--- config.mk ---
export PLATFORM = sky130hd
export DESIGN_NAME = bmc_ram
export DESIGN_NICKNAME = d
export VERILOG_FILES = /design/src/design/bmc_ram.sv
export SDC_FILE = /design/constraint.sdc
export NUM_CORES = 1
export LEC_CHECK = 0
export CORE_ASPECT_RATIO = 0.8
export CORE_UTILIZATION = 40
export DETAILED_ROUTE_END_ITERATION = 10
export DONT_BUFFER_PORTS = 1
export GPL_ROUTABILITY_DRIVEN = 0
export PLACE_DENSITY = 0.62
export SYNTH_ARGS = -nofsm -noshare
export SYNTH_HDL_FRONTEND = slang
export SYNTH_SLANG_ARGS = --single-unit
export TNS_END_PERCENT = 30
--- constraint.sdc ---
create_clock -name clock -period 4.35 [get_ports clock]
set_clock_uncertainty 0.1 [all_clocks]
set_input_delay 0.6525 -clock clock [delete_from_list [all_inputs] [get_ports clock]]
set_output_delay 0.6525 -clock clock [all_outputs]
set_load 0.05 [all_outputs]
--- src/design/bmc_ram.sv ---
// Generic single-port-write, single-port-read synchronous RAM with registered read.
module bmc_ram #(
   parameter int WIDTH = 8,
   parameter int DEPTH = 16
) (
   input  logic                     clock,
   input  logic                     wr_en,
   input  logic [$clog2(DEPTH)-1:0] wr_addr,
   input  logic [WIDTH-1:0]         wr_data,
   input  logic                     rd_en,
   input  logic [$clog2(DEPTH)-1:0] rd_addr,
   output logic [WIDTH-1:0]         rd_data
);

   logic [WIDTH-1:0] mem_ff [DEPTH];
   logic [WIDTH-1:0] rd_data_ff;

   always_ff @(posedge clock) begin
      if (wr_en) begin
         mem_ff[wr_addr] <= wr_data;
      end
      if (rd_en) begin
         rd_data_ff <= mem_ff[rd_addr];
      end
   end

   assign rd_data = rd_data_ff;

endmodule

==> qor.txt <==
result of the run - finished, final reports clean
Psw - 0.0006317 W
PortBufs - 0
Syn. warnings - 0
Post-synth EDFFs - 136
most numerous cell in the Yosys netlist - edfxtp_1
row count - 36
Lkg Pwr - 1.895 nW
via-per-instance ratio - 5.254
Hold Buf Count CTS - 0
ys async rst share - 0%
CTS Buf Count - 17
worst hold path class - in2reg
Hold Path Origin - wr_data[1]
WHS Path Cells - 0
max-cap viol count - 0
Worst slew margin - 29.16%
cell area after layout - 5968 um2
Comb pwr share - 2.7%
gr ovfl total - 0
largest net degree at the start of global routing - 33
Clk pwr share - 47.2%
cell taking the most area after synthesis - edfxtp_1
Clock Path Buffers - 2
DRT Wirelength - 9.814 mm
Slew @ Worst Pin - 1054 ps
sequential cell fraction of total power - 50.2%
PostCTS Resize Cnt - 0
syn nets - 248
global-route wire length before repair - 14.54 mm
CTS H-tree depth - 4
DRC - 0
CP Depth - 0
FMAX - 0.5586 GHz
Int Power - 0.002374 W
initial detailed-routing violation count - 192
crit-path max FO - 1
CTS tree - built
synthesized area - 5228 um2
top post-synthesis cells by area - edfxtp_1, mux4_2, mux4_1
syn avg cell area - 22.83 um2
Mapped Cells - 229
worst vdd ir - 367.6 uV
CP Class - reg2out
WHS Endpoint - mem_ff[9][1]
Die Ht - 104.3 um
Reg-to-Reg End - rd_data[4]
clock-pin slew on the worst setup and hold paths - 60 ps
Post-synth top cells - edfxtp_1, mux4_2, a22oi_1
Final Cycle Share - 41.15%
Power Density - 503.7 nW/um2
die span in x - 129.8 um
via count - 2233
Worst EP arrival - 1040 ps
final setup margin - 2560 ps
post-synth top area share - 78.12%
Final min period - 1790 ps
setup TNS - 0 ps
vias in the first global route - 2307
sequential fraction of the synthesis area - 78.12%
crit start category - flop
CP endpoint kind - output pin
post-CTS setup repair buffer count - 0
antenna-violating nets left - 0
DRT Pass-1 Iters - 5
placed cell areas - 5378 um2
RSZ-0062 raised after global routing - false
Post-synth top flop - edfxtp_1
initial antenna violation count - 0
final hold violation count - 0
gr usage total - 16.13%
Initial Util - 41.90%
Core ar. - 12480 um2
clock sinks - 136
register-to-register setup slack - 2650 ps
Reg2Reg Depth - 3
post-DP HPWL - 6.087 mm
Clock Root Buffer - clkbuf_16
routed wire length per instance - 23.09 um
Worst Setup Slack post-DPL - 2124 ps
r2r startpoint - mem_ff[9][4]
worst skew pair latency - 420 ps
Top Ports - 27
Sw Ratio - 21.01%
layout cells sized above 1 - 20.87%
die footprint - 13530 um2
Slew Viols, Final - 0
Netlist cell types - 18
synthesized flop and latch total - 136
Final nets - 260
Area growth, synth to finish - 14.17%
Final setup viols - 0
WP data required - 3600 ps
# diodes - 0
==> routing by layer <==
| layer | part of all wire [%] | GRT usage [%] | vias up | wire length [um] |
|---|---|---|---|---|
| met4 | 1.0 | 6.229 | 0 | 99 |
| li1 | - | - | 1005 | - |
| met5 | 0 | 0 | - | 0 |
| met2 | 44 | 21.43 | 69 | 4328 |
| met3 | 6.6 | 5.144 | 11 | 649 |
| met1 | 48 | 24.51 | 1148 | 4736 |
==> sequential cells by signal, summed over array words and instances, names as in the netlist <==
name	count
rd_data	8
mem_ff	128
==> area by class of cell <==
type / instances / area [um2]
fillers: 1044 / 6509
clock buffers: 17 / 425.4
repair buffers: 3 / 22.52
clock inverters: 15 / 165.2
multi-input cells: 83 / 1057
well taps: 171 / 214.0
flip-flops and latches: 136 / 4084
==> how the worst max path moves through the flow <==
stage,to,start,slack (ps)
floorplan,mem_ff[0][0],wr_addr[2],2100
global placement,mem_ff[3][6],wr_addr[2],2130
detailed placement,mem_ff[8][1],wr_addr[2],2120
CTS,rd_data[4],rd_data[4],2540
global route,mem_ff[8][6],wr_addr[2],2450
finish,rd_data[0],rd_data[0],2560
==> stage by stage <==
step | util, % | power [W] | cells | hold slack (ps)
final | 47.83 | 0.003006 | 425 | 225.8
after global routing | 47.83 | 0.003081 | 425 | 209.4
after CTS | 47.83 | 0.003034 | 425 | 211.0
after detailed placement | 43.10 | 0.001617 | 393 | 638.8
after global placement | 43.10 | 0.001615 | 393 | 633.0
after floorplan | - | 0.001607 | 229 | 604.8
==> cell families (layout without fill, tap and decap cells) <==
group,count (synthesis),after routing,share of synthesized area [%]
DFF,136,136,78.12
muxes,32,32,14.79
buffers and inverters,10,35,1.651
and+or+nand+nor,35,35,3.136
AOI/OAI and AO/OA,16,16,2.298
==> placed cells by master (no fill, tap or decap) <==
master	instances
a22oi_1	16
and2_1	1
and2b_1	1
buf_4	3
bufinv_16	2
clkbuf_16	17
clkinv_1	1
clkinvlp_4	5
edfxtp_1	136
inv_6	6
inv_8	1
mux4_1	14
mux4_2	18
nand2_1	9
nand2b_1	2
nand3_1	1
nand3b_1	2
nor2_1	13
nor2b_1	1
nor3_1	4
or3b_2	1
==> power groups by stage <==
stage | Sequential (W) | Clock (W) | Combinational (W)
detailed placement | 0.00154 | 0 | 0.0000813
finish | 0.00151 | 0.00142 | 0.0000805
global placement | 0.00153 | 0 | 0.0000809
CTS | 0.00151 | 0.00144 | 0.0000817
global route | 0.00151 | 0.00148 | 0.0000865
floorplan | 0.00153 | 0 | 0.0000745
No activity file was read; power rests on OpenSTA's default activity.
