$ cat src/design/bmc_pkg.sv
// Shared constants, codes and types of the maze carver.
package bmc_pkg;

   localparam int MAX_COLS   = 32;
   localparam int MAX_ROWS   = 32;
   localparam int COL_W      = $clog2(MAX_COLS);
   localparam int ROW_W      = $clog2(MAX_ROWS);
   localparam int CELL_W     = COL_W + ROW_W;
   localparam int CELL_COUNT = MAX_COLS * MAX_ROWS;
   localparam int STK_AW     = $clog2(CELL_COUNT);
   localparam int DEPTH_W    = $clog2(CELL_COUNT + 1);

   localparam int DIM_W = 6;
   localparam logic [DIM_W-1:0] DIM_RESET = 6'd32;

   localparam int RAND_W    = 16;
   localparam int MOD_DIGIT = 4;
   localparam int MOD_STEPS = RAND_W / MOD_DIGIT;
   localparam int MOD_CNT_W = $clog2(MOD_STEPS);

   localparam int COORD_MAX_W = (COL_W > ROW_W) ? COL_W : ROW_W;
   localparam int CMP_W       = ((COORD_MAX_W > DIM_W) ? COORD_MAX_W : DIM_W) + 1;

   localparam int REQ_TYPE_W  = 1;
   localparam int OUT_COORD_W = 5;
   localparam int SIDE_W      = 2;
   localparam int STATUS_W    = 2;
   localparam int RSP_DATA_W  = 16;
   localparam int RSP_PAD_W   = RSP_DATA_W - 2 * OUT_COORD_W - SIDE_W;
   localparam int CSR_INDEX_W = 1;

   localparam logic [REQ_TYPE_W-1:0] REQ_BEGIN = 1'b0;

   localparam logic [CSR_INDEX_W-1:0] CSR_GRID_WIDTH  = 1'b0;
   localparam logic [CSR_INDEX_W-1:0] CSR_GRID_HEIGHT = 1'b1;

   typedef enum logic [SIDE_W-1:0] {
      SIDE_NORTH,
      SIDE_EAST,
      SIDE_SOUTH,
      SIDE_WEST
   } side_type;

   typedef enum logic [STATUS_W-1:0] {
      STATUS_CARVED,
      STATUS_ENTRANCE,
      STATUS_EXIT,
      STATUS_IGNORED
   } status_type;

   typedef enum logic [3:0] {
      S_IDLE,
      S_BMOD,
      S_RD0,
      S_RD1,
      S_RD2,
      S_RD3,
      S_EVAL,
      S_POP,
      S_XMOD,
      S_OUT
   } state_type;

endpackage

$ cat src/design/bmc_mod.sv
// Iterative remainder unit: random word modulo a small divisor, four bits a cycle.
module bmc_mod import bmc_pkg::*; (
   input  logic              clock,
   input  logic              reset,
   input  logic              start,
   input  logic [RAND_W-1:0] dividend,
   input  logic [DIM_W-1:0]  divisor,
   output logic              done,
   output logic [DIM_W-1:0]  remainder
);

   logic                 busy_ff, busy_in;
   logic                 done_ff, done_in;
   logic [MOD_CNT_W-1:0] cnt_ff, cnt_in;
   logic [RAND_W-1:0]    shift_ff, shift_in;
   logic [DIM_W-1:0]     rem_ff, rem_in;
   logic [DIM_W-1:0]     div_ff, div_in;

   always_comb begin
      logic [DIM_W:0] acc;
      acc      = {1'b0, rem_ff};
      for (int i = 0; i < MOD_DIGIT; i++) begin
         acc = {acc[DIM_W-1:0], shift_ff[RAND_W-1-i]};
         if (acc >= {1'b0, div_ff}) begin
            acc = acc - {1'b0, div_ff};
         end
      end
      busy_in  = busy_ff;
      done_in  = 1'b0;
      cnt_in   = cnt_ff;
      shift_in = shift_ff;
      rem_in   = rem_ff;
      div_in   = div_ff;
      if (start) begin
         busy_in  = 1'b1;
         cnt_in   = '0;
         shift_in = dividend;
         rem_in   = '0;
         div_in   = divisor;
      end else if (busy_ff) begin
         rem_in   = acc[DIM_W-1:0];
         shift_in = shift_ff << MOD_DIGIT;
         cnt_in   = cnt_ff + MOD_CNT_W'(1);
         if (cnt_ff == MOD_CNT_W'(MOD_STEPS - 1)) begin
            busy_in = 1'b0;
            done_in = 1'b1;
         end
      end
   end

   always_ff @(posedge clock) begin
      if (reset) begin
         busy_ff <= 1'b0;
         done_ff <= 1'b0;
         cnt_ff  <= '0;
      end else begin
         busy_ff <= busy_in;
         done_ff <= done_in;
         cnt_ff  <= cnt_in;
      end
   end

   always_ff @(posedge clock) begin
      shift_ff <= shift_in;
      rem_ff   <= rem_in;
      div_ff   <= div_in;
   end

   assign done      = done_ff;
   assign remainder = rem_ff;

endmodule

$ cat config.mk
export PLATFORM = sky130hd
export DESIGN_NAME = bmc_mod
export DESIGN_NICKNAME = d
export VERILOG_FILES = /design/src/design/bmc_pkg.sv /design/src/design/bmc_mod.sv
export SDC_FILE = /design/constraint.sdc
export NUM_CORES = 1
export LEC_CHECK = 0
export BUFFER_PORTS_ARGS = -buffer_cell sky130_fd_sc_hd__buf_2
export CAP_MARGIN = 10
export CELL_PAD_IN_SITES_DETAIL_PLACEMENT = 1
export CELL_PAD_IN_SITES_GLOBAL_PLACEMENT = 2
export CORE_ASPECT_RATIO = 1.5
export CORE_MARGIN = 5
export CORE_UTILIZATION = 41
export DETAILED_ROUTE_END_ITERATION = 10
export PLACE_DENSITY_LB_ADDON = 0.1
export SYNTH_ARGS = -nofsm -noshare
export SYNTH_HDL_FRONTEND = slang
export SYNTH_SLANG_ARGS = --single-unit
$ cat constraint.sdc
create_clock -name clock -period 11.1 [get_ports clock]
set_input_delay 1.665 -clock clock [delete_from_list [all_inputs] [get_ports clock]]
set_output_delay 1.665 -clock clock [all_outputs]
set_load 0.005 [all_outputs]
==> impl_metrics.json, run 1 <==
{
  "root_buffer": "clkbuf_8",
  "fill_cells": 760,
  "worst_pin_slew_ps": 634,
  "vias": 2220,
  "grt_max_degree": 29,
  "drive_above_1_share_pct": 21.3,
  "fin_worst_skew_ps": 7.21,
  "nNetsFinal": 358,
  "clock_latency_ps": 280,
  "die_area_mm2": 0.00838,
  "antenna_found_initial": 0,
  "syn_inst": 272,
  "fin_setup_tns_ps": 0,
  "post_synth.cell_area_avg_um2": 9.98,
  "required_ps": 11290,
  "grt_use_total_pct": 18.8,
  "whs_endpoint": "cnt_ff[1]$_SDFFE_PP0P_",
  "drt_first_pass_iters": 4,
  "hp-start": "cnt_ff[1]$_SDFFE_PP0P_",
  "r2r_slack_ps": 2260,
  "dp_hpwl_um": 6030,
  "final_cell_mix": "buf_2 (31), ha_1 (25), edfxtp_1 (22)",
  "areaGrowthSynthToFinish_pct": 11.2,
  "finalSetupViolCount": 0,
  "io_pins": 32,
  "holdBufCountCts": 0,
  "syn-cell-area_mm2": 0.00272,
  "status": "completed",
  "period_needed_ps": 8840,
  "synth_compound_area_share_pct": 22.6,
  "synthFlopType": "edfxtp_1",
  "diodes": 0,
  "startpoint": "div_ff[5]$_DFFE_PP_",
  "max-clock-path-buffers": 2,
  "overflow": 0,
  "vias_per_cell": 5.83,
  "drc": 0,
  "r2r-end": "remainder[0]$_SDFFE_PP0P_",
  "worst_ep_arrival_time_ps": 9040,
  "synth_top_family_by_area": "compound AO/OA/AOI/OAI gates",
  "max_freq_mhz": 113,
  "cp_slowest_cell": "mux2i_1",
  "crit_path_frequent_cell": "ha_1",
  "synth-simple-area-share_pct": 15.5,
  "gp_congestion": 0.899,
  "cp-start-kind": "register",
  "maxCapViolCount": 0,
  "end_kind": "register",
  "ys_seq_area_share_pct": 31.7,
  "crit_type": "register to register",
  "worstReg2RegStart": "div_ff[5]$_DFFE_PP_",
  "ff2ff_path_depth": 30,
  "rsz0062_at_grt": "no",
  "start_util_pct": 41.9,
  "synthAdderAreaFrac_pct": 14.5,
  "fp.dieW_um": 76.4,
  "synthMuxAreaShare_pct": 7.65,
  "die_h_um": 110,
  "critical_path_peak_fanout": 9,
  "syn-num-nets": 326,
  "ys_ff_latch": 32,
  "numCtsBuffers": 5,
  "hold_viol": 0,
  "async_flop_share_pct": 0,
  "post-cts-setup-buffers": 0,
  "finalCritPeriodShare_pct": 79.7,
  "grt_pass1_wl_um": 12400,
  "cts.sink_count": 32,
  "core-area_mm2": 0.00649,
  "final-max-slew-violation-count": 0,
  "slew_headroom_pct": 57.5,
  "wl_per_cell_um": 19.3,
  "ctsResizeCount": 0,
  "detail-route-antenna-nets": 0,
  "yosys_warnings": 0,
  "rows": 36,
  "clk_pin_slew_ps": 60,
  "io_buffers": 31,
  "synthXorXnorAreaFrac_pct": 3.87,
  "drt-total-wl_um": 7360,
  "cts_max_level": 2,
  "grt_pass1_vias": 2521,
  "cts_tree": "yes",
  "min_delay_path_depth": 2,
  "critPathMaxStageDelay_ps": 530,
  "worst_hold_path_type": "register to register",
  "drtIter0Drc": 92,
  "synth_edf_count": 22,
  "ys_types": 64,
  "final_common_cell": "buf_2"
}
## area by class of cell
type                    instances  area, um2  share of cell area (%)
multi-input cells             214       1740                    57.7
flip-flops and latches         32        861                    28.5
repair buffers                 31        155                    5.14
well taps                      76       95.1                    3.15
clock buffers                   7       86.3                    2.86
inverters                      20       75.1                    2.49
clock inverters                 1       3.75                   0.124
## synth_stat cells (all sizes together) (4+ instances only)
| master | n | area share, % |
|---|---|---|
| nor4 | 5 | 1.2 |
| nand3 | 7 | 1.3 |
| edfxtp | 22 | 24 |
| ha | 25 | 12 |
| o211ai | 8 | 2.4 |
| mux2i | 5 | 1.8 |
| o21bai | 4 | 1.1 |
| fa | 4 | 2.9 |
| xor2 | 4 | 1.3 |
| nand2b | 5 | 1.2 |
| xnor2 | 8 | 2.6 |
| nor2 | 12 | 1.7 |
| a21o | 6 | 1.7 |
| dfxtp | 10 | 7.4 |
| nor2b | 6 | 1.4 |
| o21ai | 16 | 3.1 |
| mux2 | 14 | 5.8 |
| or2 | 4 | 0.92 |
| nand2 | 11 | 1.5 |
| and2 | 7 | 1.7 |
| nor3 | 5 | 1.1 |
| inv | 20 | 2.8 |
| a21oi | 17 | 3.3 |
## critical path, delay by kind of cell, from the launching register on
| kind | cells | cell delay (ps) |
|---|---|---|
| adders and majority gates | 4 | 1290 |
| and+or+nand+nor | 8 | 1950 |
| muxes | 3 | 1350 |
| AOI/OAI and AO/OA | 13 | 3480 |
| buffers and inverters | 2 | 320 |
| DFF | 1 | 360 |
## state kept, by name, summed over array words and instances, names as in the netlist
signal     count
busy_ff        1
cnt_ff         2
div_ff         6
done           1
remainder      6
shift_ff      16
## per-stage QoR
stage                     cell area, um2  util, %  std cells  setup WS, ps  hold slack [ps]
after floorplan                     2720        -        272          3530              486
after global placement              2930     45.1        373          2530              513
after detailed placement            2930     45.1        373          2280              522
after CTS                           3020     46.5        381          2220              536
after global routing                3020     46.5        381          1560              566
final                               3020     46.5        381          2260              535
## metal layers
metal | GRT usage [%] | vias to the layer above | routed length [um]
li1 | - | 1088 | -
met1 | 20.3 | 1054 | 2980
met4 | 10.0 | 0 | 309
met3 | 3.20 | 22 | 273
met2 | 34.7 | 56 | 3800
met5 | 0 | - | 0
## cell families (layout without fill, tap and decap cells)
| group | after synthesis | in the layout |
|---|---|---|
| adder cells (fa/ha/maj) | 29 | 29 |
| flip-flops | 32 | 32 |
| multiplexers | 19 | 19 |
| AND/OR/NAND/NOR | 75 | 75 |
| AO/OA/AOI/OAI | 79 | 79 |
| buffers and inverters | 26 | 59 |
| XOR/XNOR | 12 | 12 |
## how the worst max path moves through the flow
stage / endpoint / slack, ps
6_report: remainder[0]$_SDFFE_PP0P_ / 2260
5_1_grt: remainder[0]$_SDFFE_PP0P_ / 1560
4_1_cts: remainder[0]$_SDFFE_PP0P_ / 2220
3_5_place_dp: remainder[0]$_SDFFE_PP0P_ / 2280
3_3_place_gp: remainder[1]$_SDFFE_PP0P_ / 2530
2_1_floorplan: remainder[1]$_SDFFE_PP0P_ / 3530
Power of run 1 is not shown: default switching activity piles up to over one toggle a cycle in this logic, so the estimate is an artifact.
==> run 2, diff against run 1 <==
CORE_UTILIZATION = 38   (was 41)
clock period = 8.74 ns   (was 11.1 ns; I/O delays follow)
==> run 2 against run 1 <==
Routed wire length up 0.42%. Setup slack got worse by 1700 ps. Fmax increased by 7.8%. Register-to-register slack got worse by 1700 ps. Final cell count up 1.6%. Critical path type unchanged. Largest cell class unchanged.
==> impl_metrics.json, run 2 (synthesis results as in run 1) <==
{
  "clock_latency_ps": 280,
  "worst_ep_arrival_time_ps": 8380,
  "finalCritPeriodShare_pct": 93.8,
  "instances_no_fill": 387,
  "final_common_cell": "buf_2",
  "overflow": 0,
  "required_ps": 8910,
  "numCtsBuffers": 5,
  "final_cell_mix": "buf_2 (31), ha_1 (25), edfxtp_1 (22)",
  "rows": 37,
  "fp.dieW_um": 79.0,
  "io_buffers": 31,
  "largest_reg_flops": 16,
  "finalSetupViolCount": 0,
  "period_needed_ps": 8200,
  "grt_pass1_wl_um": 12000,
  "fin_worst_skew_ps": 8.07,
  "dp_hpwl_um": 6170,
  "largest_register": "shift_ff",
  "root_buffer": "clkbuf_8",
  "cp-start-kind": "register",
  "start_util_pct": 39.4,
  "core-area_mm2": 0.00690,
  "crit_type": "register to register",
  "gp_congestion": 0.805,
  "wl_met3_um": 120,
  "die_area_mm2": 0.00897,
  "cp_slowest_cell": "a221o_2",
  "grt_pass1_vias": 2432,
  "worst_pin_slew_ps": 655,
  "dp_cells": 379,
  "hold_viol": 0,
  "nNetsFinal": 362,
  "drive_above_1_share_pct": 23.3,
  "multiInputGateArea_mm2": 0.00175,
  "end_kind": "register",
  "vias": 2274,
  "cts_tree": "yes",
  "max_freq_mhz": 122,
  "drt_first_pass_iters": 4,
  "areaGrowthSynthToFinish_pct": 12.4,
  "final-max-slew-violation-count": 0,
  "slew_headroom_pct": 56.1,
  "rsz0062_at_grt": "no",
  "max-clock-path-buffers": 2,
  "maxCapViolCount": 0,
  "fin_setup_tns_ps": 0,
  "vias_per_cell": 5.88,
  "wl_per_cell_um": 19.1,
  "cts_max_level": 2,
  "critical_path_peak_fanout": 9,
  "clk_pin_slew_ps": 60,
  "fill_cells": 799,
  "grt_use_total_pct": 17.1,
  "drc": 0,
  "cts.sink_count": 32,
  "detail-route-antenna-nets": 0,
  "drtIter0Drc": 84,
  "drt-met1-wl_um": 3130,
  "die_h_um": 114,
  "grt_max_degree": 29,
  "diodes": 0,
  "drt-total-wl_um": 7390,
  "status": "completed",
  "io_pins": 32,
  "top_layer_used": "met4",
  "antenna_found_initial": 0,
  "seqCellArea_um2": 861,
  "dr_wl_met2_um": 3830,
  "worst_hold_path_type": "register to register",
  "critPathMaxStageDelay_ps": 410
}
## run 2: changes by cell type in the layout (fill, tap and decap cells not counted)
cell / before / now
clkbuf_1: 1 / 2
mux2i_2: 0 / 1
clkbuf_8: 6 / 5
nand2_2: 0 / 1
buf_4: 0 / 4
clkinv_1: 1 / 0
nor2_2: 0 / 1
nand2_1: 11 / 10
nor2_1: 12 / 11
clkinv_2: 0 / 1
mux2i_1: 5 / 4
## run 2: stage by stage
| step | instance area (um2) | setup WS, ps | utilization [%] | hold slack [ps] |
|---|---|---|---|---|
| after global placement | 2960 | 455 | 42.9 | 520 |
| after detailed placement | 2960 | 377 | 42.9 | 530 |
| after global routing | 3050 | 27.4 | 44.2 | 573 |
| final | 3050 | 539 | 44.2 | 537 |
| after floorplan | 2720 | 1170 | - | 486 |
| after CTS | 3040 | 292 | 44.1 | 548 |
## run 2: metal layers
| metal | GRT usage, % | vias up |
|---|---|---|
| li1 | - | 1098 |
| met1 | 20.0 | 1104 |
| met2 | 31.0 | 53 |
| met3 | 1.74 | 19 |
| met4 | 7.91 | 0 |
| met5 | 0 | - |
## run 2: layout make-up
class                      count  share of cell area (%)
multi-input combinational    214                    57.4
inverter                      20                    2.46
sequential                    32                    28.2
clock buffer                   7                    2.50
tap                           78                    3.20
clock inverter                 1                   0.164
timing repair buffer          35                    6.07
## run 2: final timing paths
kind	end	slack [ps]	depth (start not counted)	start
worst min-delay path	cnt_ff[1]$_SDFFE_PP0P_	540	2	cnt_ff[1]$_SDFFE_PP0P_
worst max register to register	remainder[0]$_SDFFE_PP0P_	540	31	div_ff[5]$_DFFE_PP_
worst min register to register	cnt_ff[1]$_SDFFE_PP0P_	540	2	cnt_ff[1]$_SDFFE_PP0P_
worst max-delay path	remainder[0]$_SDFFE_PP0P_	540	31	div_ff[5]$_DFFE_PP_
## run 2: worst max-delay path, delay by kind of cell (launching register included)
kind            cells  cell delay [ps]
mux                 2              730
flops               1              370
compound gates     14             3590
fa+ha+maj           4             1220
simple gates        9             1900
buf+inv             2              280
## run 2: what timing repair did
item | in CTS | in global routing
buffers inserted | 0 | 0
resized for setup | 0 | 3
setup endpoints to repair | 0 | 3
hold buffers | 0 | 0
Power of run 2 is left out for the same reason.
==> run 3, diff against run 2 <==
CORE_ASPECT_RATIO = 0.6   (was 1.5)
==> run 3 against run 2 <==
Via count down 0.79%. Fmax grew 0.96%. Non-clock buffer count increased by 1. Design area is 3.1% higher. Clock skew fell by 4.9 ps. Highest routed layer unchanged. Die area increased by 0.23%. Flip-flop and latch count stayed put. Register-to-register slack gained 80 ps. Critical path depth increased by 2. Worst hold slack improved by 1.5 ps. Critical endpoint is now remainder[2]$_SDFFE_PP0P_.
==> impl_metrics.json, run 3 (synthesis results as in run 1) <==
{
  "final_cell_mix": "buf_2 (31), ha_1 (25), edfxtp_1 (22)",
  "dr_wl_met2_um": 3120,
  "r2r-end": "remainder[2]$_SDFFE_PP0P_",
  "rsz0062_at_grt": "no",
  "ff2ff_path_depth": 33,
  "status": "completed",
  "period_needed_ps": 8120,
  "hp-start": "cnt_ff[1]$_SDFFE_PP0P_",
  "wl_per_cell_um": 19.5,
  "holdBufCountCts": 0,
  "areaGrowthSynthToFinish_pct": 15.8,
  "max-clock-path-buffers": 2,
  "cts_max_level": 2,
  "diodes": 0,
  "r2r_slack_ps": 620,
  "whs_endpoint": "cnt_ff[1]$_SDFFE_PP0P_",
  "detail-route-antenna-nets": 0,
  "cts.sink_count": 32,
  "rows": 23,
  "drc": 0,
  "crit_path_frequent_cell": "ha_1",
  "crit_type": "register to register",
  "vias_per_cell": 5.68,
  "crit_buf_inv": 4,
  "largest_register": "shift_ff",
  "worst_hold_path_type": "register to register",
  "worst_ep_arrival_time_ps": 8290,
  "maxCapViolCount": 0,
  "nNetsFinal": 363,
  "final-max-slew-violation-count": 0,
  "root_buffer": "clkbuf_16",
  "cp_slowest_cell": "a2111o_1",
  "fill_cells": 794,
  "fp.dieW_um": 119,
  "vias": 2256,
  "top_layer_used": "met4",
  "io_buffers": 31,
  "min_delay_path_depth": 2,
  "max_freq_mhz": 123,
  "grt_pass1_vias": 2343,
  "largest_reg_flops": 16,
  "dp_hpwl_um": 6410,
  "critPathMaxStageDelay_ps": 420,
  "path_delay_family": "compound AO/OA/AOI/OAI gates",
  "wl_met3_um": 432,
  "clk_pin_slew_ps": 50,
  "critical_path_peak_fanout": 9,
  "slew_headroom_pct": 52.9,
  "grt_max_degree": 29,
  "grt_pass1_wl_um": 12600,
  "drt-total-wl_um": 7750,
  "overflow": 0,
  "drive_above_1_share_pct": 24.2,
  "core-area_mm2": 0.00682,
  "fin_worst_skew_ps": 3.20,
  "required_ps": 8900,
  "die_area_mm2": 0.00899,
  "start_util_pct": 39.8,
  "die_h_um": 75.5,
  "cts_tree": "yes",
  "end_kind": "register",
  "grt_use_total_pct": 18.2,
  "clock_latency_ps": 280,
  "worstReg2RegStart": "div_ff[5]$_DFFE_PP_",
  "final_common_cell": "buf_2",
  "gp_congestion": 0.834,
  "worst_pin_slew_ps": 704,
  "finalCritPeriodShare_pct": 92.9,
  "hold_viol": 0,
  "fin_setup_tns_ps": 0,
  "drt_first_pass_iters": 4,
  "drtIter0Drc": 145,
  "finalSetupViolCount": 0,
  "numCtsBuffers": 5,
  "antenna_found_initial": 0,
  "drt-met1-wl_um": 4170,
  "io_pins": 32,
  "cp-start-kind": "register"
}
[run 3: metal layers]
metal / vias to the layer above / GRT usage (%)
met1: 1106 / 27.3
met3: 5 / 4.60
met5: - / 0
li1: 1103 / -
met2: 42 / 27.3
met4: 0 / 1.93
[run 3: per-stage QoR]
step	instance area [um2]	instances	util (%)	setup WS (ps)	hold WS, ps
final	3140	397	46.1	617	539
after global routing	3140	397	46.1	21.5	560
after CTS	3110	396	45.6	268	550
after detailed placement	2970	388	43.6	291	537
after global placement	2970	388	43.6	358	514
after floorplan	2720	272	-	1170	486
[run 3: timing repair]
item,in CTS,in global routing
gates resized for setup,0,7
setup endpoints to repair,0,6
setup buffers,0,1
[run 3: cell type report]
class / count / area, um2 / share of cell area, %
clock inverter: 3 / 13.8 / 0.438
timing repair buffer: 36 / 193 / 6.13
inverter: 20 / 75.1 / 2.39
multi-input combinational: 214 / 1770 / 56.2
tap: 87 / 109 / 3.46
sequential: 32 / 861 / 27.4
clock buffer: 5 / 125 / 3.98
[run 3: worst max-delay path by stage]
stage                         from                        end  depth (start not counted)  slack, ps
2_1_floorplan  div_ff[5]$_DFFE_PP_  remainder[1]$_SDFFE_PP0P_                         31       1170
5_1_grt        div_ff[5]$_DFFE_PP_  remainder[0]$_SDFFE_PP0P_                         32         20
3_5_place_dp   div_ff[5]$_DFFE_PP_  remainder[0]$_SDFFE_PP0P_                         31        290
4_1_cts        div_ff[5]$_DFFE_PP_  remainder[0]$_SDFFE_PP0P_                         31        270
6_report       div_ff[5]$_DFFE_PP_  remainder[2]$_SDFFE_PP0P_                         33        620
3_3_place_gp   div_ff[5]$_DFFE_PP_  remainder[2]$_SDFFE_PP0P_                         33        360
[run 3: worst min-delay path: stages (launching register included)]
cell and delay [ps]:
dfxtp_1 310, mux2i_1 130, nor3_1 50
Power of run 3 is left out for the same reason.
